**src/hdl/wals_pkg.sv**
```systemverilog
// ----------------------------------------------------------------------------
// wals_pkg
// Shared types and constants for the wrapped angle limit and speed block.
// ----------------------------------------------------------------------------
package wals_pkg;

	localparam int AXIS_COUNT = 2;

	localparam logic [15:0] TURN_UNITS = 16'd36000;
	localparam int          HALF_TURN  = 18000;
	localparam logic [7:0]  SPEED_MIN  = 8'd1;
	localparam logic [7:0]  SPEED_MAX  = 8'd150;
	localparam logic [15:0] FULL_ERR   = 16'd6000;

	localparam logic [15:0] AXIS0_LOW_RESET  = 16'd34500;
	localparam logic [15:0] AXIS0_HIGH_RESET = 16'd1500;
	localparam logic [15:0] AXIS1_LOW_RESET  = 16'd27000;
	localparam logic [15:0] AXIS1_HIGH_RESET = 16'd9000;

	// Division by FULL_ERR is done as a shift by 4 followed by a multiply with
	// the rounded-up reciprocal of 375, exact for all quotients in range.
	localparam int          DIV_PRE_SHIFT = 4;
	localparam logic [15:0] RECIP_375     = 16'd44740;
	localparam int          RECIP_SHIFT   = 24;

	typedef enum logic [1:0] {
		REG_AXIS0_LOW,
		REG_AXIS0_HIGH,
		REG_AXIS1_LOW,
		REG_AXIS1_HIGH
	} reg_index_t;

	typedef struct packed {
		logic        axis;
		logic [15:0] lim;
		logic [31:0] enc_scaled;
	} front_t;

	typedef struct packed {
		logic        dir;
		logic        sat;
		logic [12:0] err;
		logic [15:0] lim;
	} error_t;

	typedef struct packed {
		logic [7:0]  speed;
		logic        dir;
		logic [15:0] lim;
	} result_t;

endpackage

```
**src/hdl/wals_front.sv**
```systemverilog
// ----------------------------------------------------------------------------
// wals_front
// Input register, limit registers, target wrap and arc clamp, encoder scaling.
// ----------------------------------------------------------------------------
module wals_front import wals_pkg::*; (
	input  logic        clk,
	input  logic        arst_n,
	input  logic        cfg_wr_en,
	input  logic [1:0]  cfg_index,
	input  logic [15:0] cfg_data,
	input  logic        in_valid,
	output logic        in_ready,
	input  logic        axis_select,
	input  logic [15:0] target_position,
	input  logic [15:0] encoder_reading,
	output logic        out_valid,
	input  logic        out_ready,
	output front_t      out_data
);

	logic        valid_s1;
	logic        axis_s1;
	logic [15:0] tgt_s1;
	logic [15:0] enc_s1;
	logic        valid_s2;
	front_t      data_s2;
	logic [15:0] low_q  [AXIS_COUNT];
	logic [15:0] high_q [AXIS_COUNT];

	logic        ready_s1;
	logic        ready_s2;
	logic [15:0] tgt_wrap;
	logic [15:0] lo;
	logic [15:0] hi;
	logic [15:0] lim;
	front_t      next_s2;

	assign ready_s2 = !valid_s2 || out_ready;
	assign ready_s1 = !valid_s1 || ready_s2;
	assign in_ready = ready_s1;

	always_ff @(posedge clk or negedge arst_n) begin
		if (!arst_n) begin
			low_q[0]  <= AXIS0_LOW_RESET;
			high_q[0] <= AXIS0_HIGH_RESET;
			low_q[1]  <= AXIS1_LOW_RESET;
			high_q[1] <= AXIS1_HIGH_RESET;
		end else if (cfg_wr_en) begin
			case (cfg_index)
				REG_AXIS0_LOW:  low_q[0]  <= cfg_data;
				REG_AXIS0_HIGH: high_q[0] <= cfg_data;
				REG_AXIS1_LOW:  low_q[1]  <= cfg_data;
				REG_AXIS1_HIGH: high_q[1] <= cfg_data;
				default: ;
			endcase
		end
	end

	always_ff @(posedge clk or negedge arst_n) begin
		if (!arst_n) begin
			valid_s1 <= 1'b0;
			valid_s2 <= 1'b0;
		end else begin
			if (ready_s1) begin
				valid_s1 <= in_valid;
			end
			if (ready_s2) begin
				valid_s2 <= valid_s1;
			end
		end
	end

	always_ff @(posedge clk) begin
		if (in_valid && ready_s1) begin
			axis_s1 <= axis_select;
			tgt_s1  <= target_position;
			enc_s1  <= encoder_reading;
		end
		if (valid_s1 && ready_s2) begin
			data_s2 <= next_s2;
		end
	end

	always_comb begin
		tgt_wrap = (tgt_s1 >= TURN_UNITS) ? tgt_s1 - TURN_UNITS : tgt_s1;
		lo = low_q[axis_s1];
		hi = high_q[axis_s1];
		if (tgt_wrap >= lo || tgt_wrap <= hi) begin
			lim = tgt_wrap;
		end else if ((tgt_wrap - hi) <= (lo - tgt_wrap)) begin
			lim = hi;
		end else begin
			lim = lo;
		end
		next_s2.axis       = axis_s1;
		next_s2.lim        = lim;
		next_s2.enc_scaled = 32'(enc_s1) * 32'(TURN_UNITS) + 32'd32768;
	end

	assign out_valid = valid_s2;
	assign out_data  = data_s2;

endmodule

```
**src/hdl/wals_error.sv**
```systemverilog
// ----------------------------------------------------------------------------
// wals_error
// Wrapped error, per-axis turn direction and error magnitude.
// ----------------------------------------------------------------------------
module wals_error import wals_pkg::*; (
	input  logic   clk,
	input  logic   arst_n,
	input  logic   in_valid,
	output logic   in_ready,
	input  front_t in_data,
	output logic   out_valid,
	input  logic   out_ready,
	output error_t out_data
);

	localparam logic signed [17:0] HalfPos = 18'(HALF_TURN);
	localparam logic signed [17:0] HalfNeg = -HalfPos;
	localparam logic signed [17:0] TurnS   = 18'(TURN_UNITS);

	logic   valid_s3;
	error_t data_s3;
	logic   last_dir_q [AXIS_COUNT];

	logic               ready_s3;
	logic [15:0]        cur;
	logic signed [17:0] diff;
	logic signed [17:0] wrapped;
	logic signed [17:0] mag;
	logic [14:0]        err;
	logic               dir_new;
	error_t             next_s3;

	assign ready_s3 = !valid_s3 || out_ready;
	assign in_ready = ready_s3;

	always_comb begin
		cur  = in_data.enc_scaled[31:16];
		diff = $signed({2'b00, in_data.lim}) - $signed({2'b00, cur});
		if (diff > HalfPos) begin
			wrapped = diff - TurnS;
		end else if (diff < HalfNeg) begin
			wrapped = diff + TurnS;
		end else begin
			wrapped = diff;
		end
		mag = (wrapped < 0) ? -wrapped : wrapped;
		err = mag[14:0];
		if (wrapped > 0) begin
			dir_new = 1'b0;
		end else if (wrapped < 0) begin
			dir_new = 1'b1;
		end else begin
			dir_new = last_dir_q[in_data.axis];
		end
		next_s3.dir = dir_new;
		next_s3.sat = (err >= 15'(FULL_ERR));
		next_s3.err = err[12:0];
		next_s3.lim = in_data.lim;
	end

	always_ff @(posedge clk or negedge arst_n) begin
		if (!arst_n) begin
			valid_s3 <= 1'b0;
			for (int i = 0; i < AXIS_COUNT; i++) begin
				last_dir_q[i] <= 1'b0;
			end
		end else begin
			if (ready_s3) begin
				valid_s3 <= in_valid;
			end
			if (in_valid && ready_s3) begin
				last_dir_q[in_data.axis] <= dir_new;
			end
		end
	end

	always_ff @(posedge clk) begin
		if (in_valid && ready_s3) begin
			data_s3 <= next_s3;
		end
	end

	assign out_valid = valid_s3;
	assign out_data  = data_s3;

endmodule

```
**src/hdl/wals_speed.sv**
```systemverilog
// ----------------------------------------------------------------------------
// wals_speed
// Speed ceiling from the error magnitude, and the result register.
// ----------------------------------------------------------------------------
module wals_speed import wals_pkg::*; (
	input  logic    clk,
	input  logic    arst_n,
	input  logic    in_valid,
	output logic    in_ready,
	input  error_t  in_data,
	output logic    out_valid,
	input  logic    out_ready,
	output result_t out_data
);

	localparam logic [19:0] Slope = 20'(SPEED_MAX - SPEED_MIN);

	logic        valid_s4;
	logic [19:0] prod_s4;
	logic        dir_s4;
	logic        sat_s4;
	logic [15:0] lim_s4;
	logic        valid_s5;
	result_t     data_s5;

	logic        ready_s4;
	logic        ready_s5;
	logic [15:0] scaled;
	logic [31:0] quot_full;
	logic [7:0]  quot;
	result_t     next_s5;

	assign ready_s5 = !valid_s5 || out_ready;
	assign ready_s4 = !valid_s4 || ready_s5;
	assign in_ready = ready_s4;

	always_ff @(posedge clk or negedge arst_n) begin
		if (!arst_n) begin
			valid_s4 <= 1'b0;
			valid_s5 <= 1'b0;
		end else begin
			if (ready_s4) begin
				valid_s4 <= in_valid;
			end
			if (ready_s5) begin
				valid_s5 <= valid_s4;
			end
		end
	end

	always_ff @(posedge clk) begin
		if (in_valid && ready_s4) begin
			prod_s4 <= 20'(in_data.err) * Slope;
			dir_s4  <= in_data.dir;
			sat_s4  <= in_data.sat;
			lim_s4  <= in_data.lim;
		end
		if (valid_s4 && ready_s5) begin
			data_s5 <= next_s5;
		end
	end

	always_comb begin
		scaled        = prod_s4[DIV_PRE_SHIFT +: 16];
		quot_full     = 32'(scaled) * 32'(RECIP_375);
		quot          = quot_full[RECIP_SHIFT +: 8];
		next_s5.speed = sat_s4 ? SPEED_MAX : quot + SPEED_MIN;
		next_s5.dir   = dir_s4;
		next_s5.lim   = lim_s4;
	end

	assign out_valid = valid_s5;
	assign out_data  = data_s5;

endmodule

```
**src/hdl/wrapped_angle_limit_and_speed.sv**
```systemverilog
// ----------------------------------------------------------------------------
// wrapped_angle_limit_and_speed
// Head axis position command: target wrap, arc clamp, direction and speed.
// ----------------------------------------------------------------------------
// The block takes one command word per clock cycle while the pipeline has
// room, and returns one result word for each, in order, five register stages
// after it is taken: input register, clamp and encoder scaling, wrapped error
// and direction, speed product, and the result register. Each stage holds its
// word on its own, so words keep entering while a finished result waits, until
// all stages are full. Write the limit registers through the configuration
// port only while no command is in flight; the block does not enforce this.
module wrapped_angle_limit_and_speed import wals_pkg::*; (
	input  logic        clk,
	input  logic        arst_n,
	input  logic        cfg_wr_en,
	input  logic [1:0]  cfg_index,
	input  logic [15:0] cfg_data,
	input  logic        s_tvalid,
	output logic        s_tready,
	input  logic [31:0] s_tdata,  // target_position, encoder_reading
	input  logic        s_tuser,  // axis_select
	output logic        m_tvalid,
	input  logic        m_tready,
	output logic [31:0] m_tdata   // limited_target, turn_direction, speed_cap, zeros
);

	logic    front_valid;
	logic    front_ready;
	front_t  front_data;
	logic    err_valid;
	logic    err_ready;
	error_t  err_data;
	result_t result;

	wals_front u_front (
		.clk             (clk),
		.arst_n          (arst_n),
		.cfg_wr_en       (cfg_wr_en),
		.cfg_index       (cfg_index),
		.cfg_data        (cfg_data),
		.in_valid        (s_tvalid),
		.in_ready        (s_tready),
		.axis_select     (s_tuser),
		.target_position (s_tdata[15:0]),
		.encoder_reading (s_tdata[31:16]),
		.out_valid       (front_valid),
		.out_ready       (front_ready),
		.out_data        (front_data)
	);

	wals_error u_error (
		.clk       (clk),
		.arst_n    (arst_n),
		.in_valid  (front_valid),
		.in_ready  (front_ready),
		.in_data   (front_data),
		.out_valid (err_valid),
		.out_ready (err_ready),
		.out_data  (err_data)
	);

	wals_speed u_speed (
		.clk       (clk),
		.arst_n    (arst_n),
		.in_valid  (err_valid),
		.in_ready  (err_ready),
		.in_data   (err_data),
		.out_valid (m_tvalid),
		.out_ready (m_tready),
		.out_data  (result)
	);

	assign m_tdata = {7'd0, result.speed, result.dir, result.lim};

endmodule
```
**config.mk**
```make
export PLATFORM = sky130hd
export DESIGN_NAME = wrapped_angle_limit_and_speed
export DESIGN_NICKNAME = d
export VERILOG_FILES = /design/src/hdl/wals_pkg.sv /design/src/hdl/wals_front.sv /design/src/hdl/wals_error.sv /design/src/hdl/wals_speed.sv /design/src/hdl/wrapped_angle_limit_and_speed.sv
export SDC_FILE = /design/constraint.sdc
export NUM_CORES = 1
export LEC_CHECK = 0
export BUFFER_PORTS_ARGS = -buffer_cell sky130_fd_sc_hd__buf_2
export CAP_MARGIN = 10
export CORE_ASPECT_RATIO = 0.75
export CORE_UTILIZATION = 40
export CTS_BUF_LIST = sky130_fd_sc_hd__clkbuf_16
export DETAILED_ROUTE_END_ITERATION = 6
export PLACE_DENSITY = 0.66
export REMOVE_ABC_BUFFERS = 1
export SYNTH_ARGS = -nofsm -noshare
export SYNTH_HDL_FRONTEND = slang
export SYNTH_SLANG_ARGS = --single-unit
```
**constraint.sdc**
```tcl
create_clock -name clk -period 12.4 [get_ports clk]
set_clock_uncertainty 0.05 [all_clocks]
set_input_delay 2.48 -clock clk [delete_from_list [all_inputs] [get_ports clk]]
set_output_delay 2.48 -clock clk [all_outputs]
set_load 0.1 [all_outputs]
```
; ---- After elaboration in Yosys (flattened, before gate mapping)
; Index checks and enable logic that the tools add are counted.
[op_classes]
addsub = 9
multipliers = 3
order_cmp = 12
n_eq_ne = 3
muxes = 20
bitwise_logic = 2
n_reduce_logical = 22
[ops]
columns = op, count
row1 = 16-bit 2-to-1 mux, 9
row2 = 18-bit 2-to-1 mux, 2
row3 = 32-bit by 16-bit adder with 32-bit output (second input constant), 1
row4 = 16-bit <= comparator, 2
row5 = 16-bit subtractor, 2
row6 = 16-bit by 14-bit multiplier with 30-bit output (second input constant), 1
row7 = 16-bit by 11-bit multiplier with 27-bit output (second input constant), 1
row8 = 13-bit by 8-bit multiplier with 20-bit output (second input constant), 1
row9 = 18-bit by 17-bit adder with 18-bit output (second input constant), 1
row10 = 18-bit by 1-bit > comparator with 1-bit output (second input constant), 1
row11 = 18-bit by 16-bit > comparator with 1-bit output (second input constant), 1
row12 = 18-bit by 1-bit less-than comparator with 1-bit output (second input constant), 1
row13 = 18-bit by 16-bit less-than comparator with 1-bit output (second input constant), 1
row14 = 18-bit by 17-bit subtractor with 18-bit output (second input constant), 1
row15 = 16-bit by 16-bit subtractor with 17-bit output, 1
row16 = 16-bit >= comparator, 1
row17 = 16-bit >= comparator (second input constant), 1
row18 = 16-bit subtractor (second input constant), 1
row19 = 15-bit by 13-bit >= comparator with 1-bit output (second input constant), 1
row20 = 15-bit 2-to-1 mux, 1
row21 = 15-bit negator, 1
row22 = 8-bit by 1-bit adder with 8-bit output (second input constant), 1
row23 = 2-bit AND reduction, 4
row24 = 1-bit logical AND, 6
row25 = 11 further kinds, 28
[word_totals]
register_bits = 247
elab_cells = 99

; ---- Logic depth before layout (Yosys ltp)
[logic_depth]
ltp_word = 8
ltp_mapped = 29
ltp_nobuf = 26

; ---- By module
; A second synthesis with hierarchy kept.
[hier_totals]
hier_cells = 2069
hier_area_um2 = 22405.2
[by_module_without_submodules]
columns = module, n_inst, cells_each, area_per_inst_um2
row1 = wals_front, 1, 990, 11145.7
row2 = wals_speed, 1, 704, 7785.0
row3 = wals_error, 1, 367, 3418.3
row4 = wrapped_angle_limit_and_speed, 1, 8, 56.3

; ---- Worst setup path before layout
; OpenSTA, ideal clock, no wires.
[synth_path]
path_kind = register -> register
start = register u_speed.prod_s4[8]
end = register u_speed.data_s5, in the netlist u_speed.out_data[24], data pin
setup_time_ns = 0.257
t_arrival_ns = 5.931
path_slack_ns = 6.163
stages_incl_launch_ff = 23
period_less_slack_ns = 6.237
cell_sequence = edfxtp_1 ha_1 fa_1 fa_1 inv_1 fa_1 inv_1 fa_1 inv_1 fa_1 inv_1 ha_1 and3_1 a22o_1 o21ai_0 a31o_2 a21boi_0 o41ai_1 xnor2_1 nand4_1 nor4_1 xnor3_1 nand2b_1
[synth_via]
elab_chain_cells = 2
[synth_lines]
columns = item, line_no
row1 = "start, declared", wals_speed.sv:19  ; logic [19:0] prod_s4;
row2 = "start signal, assigned", wals_speed.sv:53  ; prod_s4 <= 20'(in_data.err) * Slope;
row3 = 16-bit by 14-bit multiplier with 30-bit output, wals_speed.sv:65  ; quot_full = 32'(scaled) * 32'(RECIP_375);
row4 = 8-bit by 1-bit adder with 8-bit output, wals_speed.sv:67  ; next_s5.speed = sat_s4 ? SPEED_MAX : quot + SPEED_MIN;
row5 = "end signal, assigned", wals_speed.sv:59  ; data_s5 <= next_s5;
row6 = "end, declared", wals_speed.sv:24  ; result_t data_s5;
; Every way passes these cells.
; A chain may end at the register's enable or synchronous reset.

; ---- Final worst setup path
[layout_path]
start = register u_speed.prod_s4[7]
end = register u_speed.data_s5, in the netlist u_speed.out_data[24], data pin
; Same word-level chain as after synthesis.

==> results.toml <==
[run_status]
outcome = "finished clean"

[synthesis]
synth_top_area_cell = "edfxtp_1"
synth_seq_area_share = 0.313
synthArstFlopShare = 0.313
yosys_warnings = 0
yosysUniqueCellTypes = 94
syn_area_sq_mm = 0.0207
ys_seq_elements = 227
syn_area_per_cell_sq_um = 10.8
netlist_instances = 1917
synthTopCellsByArea = "edfxtp_1 (23%), ha_1 (20%), fa_1 (12%)"
yosys_most_used_dff = "edfxtp_1"
synth_edf_count = 156
synth_top_area_share = 0.226

[finish]
nets = 2527
fin_cells = 2691
antenna_cells = 0
drive_gt1_frac = 0.146
fin_util = 0.453
syn_to_final_growth_pct = 10.5

[cts]
postCtsHoldBufs = 0
htreeDepth = 1
tritoncts = "yes"
cts_buffers = 27
post-cts-setup-buffers = 0
clock_sinks = 227
cts_buffer_depth = 3
path_clk_slew_ps = 60
ctsRootBufferMaster = "clkbuf_16"
clk_latency_ps = 580
cts_resized = 0

[placed_design]
dp_hpwl_microns = 36000
gp_congestion = 0.904
port_buffers = 82
dp_cells = 2641
pre_cts_ws_ps = 5640

[critical_path]
r2r_slack_ps = 5600
reg2regPathDepth = 22
crit_type = "register to register"
cp.arrival_ps = 7180
critPathCaptureType = "register"
critPathLaunchType = "register"
critPathMaxFanout = 5
cp.required_ps = 12780

[global_routing]
grt.overflow.total = 0
grt_first_pass_wirelength_microns = 73400
grt_max_degree = 72
grt_usage = 0.174
antenna_found_initial = 0
grt_pass1_vias = 14400

[timing]
hold_violations = 0
fin_tns_setup_ps = 0
worst_pin_slew_ps = 1120
maxSlewViolCount = 0
slew_headroom = 0.248
finalWorstSetupSlack_ps = 5600
max_freq_mhz = 147
fin_crit_ps = 6800
period_share = 0.548
rsz0062_at_grt = "no"
setup_viol = 0

[worst_hold_path]
hold_depth = 0
hp-class = "register to register"

[route]
vias_per_cell = 5.17
drt-pass1-iter-count = 5
drc_errors = 0
dr_total_vias = 13900
wl_microns = 44800
wl_per_cell_microns = 16.7
postRouteAntennaNets = 0
drtIter0Drc = 709

[floorplan]
die_y_microns = 199
die_area_sq_mm = 0.0528
rows = 71
core_sq_mm = 0.0506
initial_core_util = 0.409
die_x_microns = 265
ios = 90

[job]
maxCapViolations = 0
==> state kept, by name, indices dropped and copies added (netlist names) <==
name,count
u_speed.lim_s4,16
u_front.out_data,33
u_speed.out_data,25
u_speed.out_valid,1
u_speed.prod_s4,16
u_front.high_q,32
u_error.out_data,31
u_speed.sat_s4,1
u_error.last_dir_q,2
u_speed.dir_s4,1
u_front.tgt_s1,16
u_error.out_valid,1
u_front.low_q,32
u_front.axis_s1,1
u_front.enc_s1,16
u_front.valid_s1,1
u_front.out_valid,1
u_speed.valid_s4,1
==> cells in the mapped netlist (14+ instances only) <==
cell	instances
inv_1	364
ha_1	334
edfxtp_1	156
fa_1	124
mux2_2	91
a21oi_1	84
xnor2_1	84
nor2_1	74
nand2_1	56
o21ai_0	51
dfrtp_1	45
mux2i_1	41
nand3_1	34
xor2_1	32
a21o_1	27
dfstp_2	26
nand2b_1	22
nand4_1	19
clkbuf_1	17
o21bai_1	14
==> stage by stage <==
stage,hold slack (ps),area (sq um)
floorplan,350,20600
global placement,354,21900
detailed placement,355,21900
CTS,368,22900
global route,379,22900
finish,368,22900
==> kinds of logic after synthesis <==
logic type                 share of synthesized area
DFF                                            0.313
adders and majority gates                      0.321
muxes                                         0.0692
and+or+nand+nor                               0.0756
buffers and inverters                         0.0729
other                                       0.000181
xor gates and xnor gates                      0.0535
AOI/OAI and AO/OA                             0.0941
==> path summary, 6_finish.rpt <==
kind | endpoint | startpoint
max | u_speed.out_data[24] | u_speed.prod_s4[7]
min | u_speed.out_data[0] | u_speed.lim_s4[0]
max reg2reg | u_speed.out_data[24] | u_speed.prod_s4[7]
min reg2reg | u_speed.out_data[0] | u_speed.lim_s4[0]
max in group asynchronous | u_speed.valid_s4 | arst_n
min in group asynchronous | u_front.high_q[27] | arst_n
==> per-layer routing <==
layer  track usage  vias to the layer above  wire, microns
met5             0                        -              0
met4        0.0413                        0            978
met3        0.0254                       56           2140
met2         0.282                      294          19700
met1         0.245                     6753          22000
li1              -                     6809              -
==> cell type report <==
class,count,area [sq um]
inverter,366,1370
fill,4738,27700
clock inverter,21,243
tap,657,822
sequential,227,6490
clock buffer,29,726
multi-input combinational,1301,12800
timing repair buffer,90,470
==> layout by cell type, fill, tap and decap left out, types with 32 or more instances in the layout <==
cell / count
a21oi_1: 84
buf_2: 82
dfrtp_1: 45
edfxtp_1: 156
fa_1: 124
ha_1: 334
inv_1: 367
mux2_2: 91
mux2i_1: 41
nand2_1: 56
nand3_1: 34
nor2_1: 74
o21ai_0: 51
xnor2_1: 84
xor2_1: 32
==> critical path: stages, from the launching register on <==
cell and delay (ps):
edfxtp_1 490, ha_1 350, inv_1 60, fa_1 530, inv_1 60, fa_1 510, fa_1 520, fa_1 540
inv_1 50, fa_1 500, inv_1 50, ha_1 300, and3_1 190, a22o_1 200, o21ai_0 140, a31o_2 210
a21boi_0 120, o41ai_1 540, xnor2_1 250, nand4_1 180, nor4_1 380, xnor3_1 380, nand2b_1 70
Power is left out: the tool's default activity adds up to more than one toggle a clock period on the data nets, which glitch-free logic cannot reach.
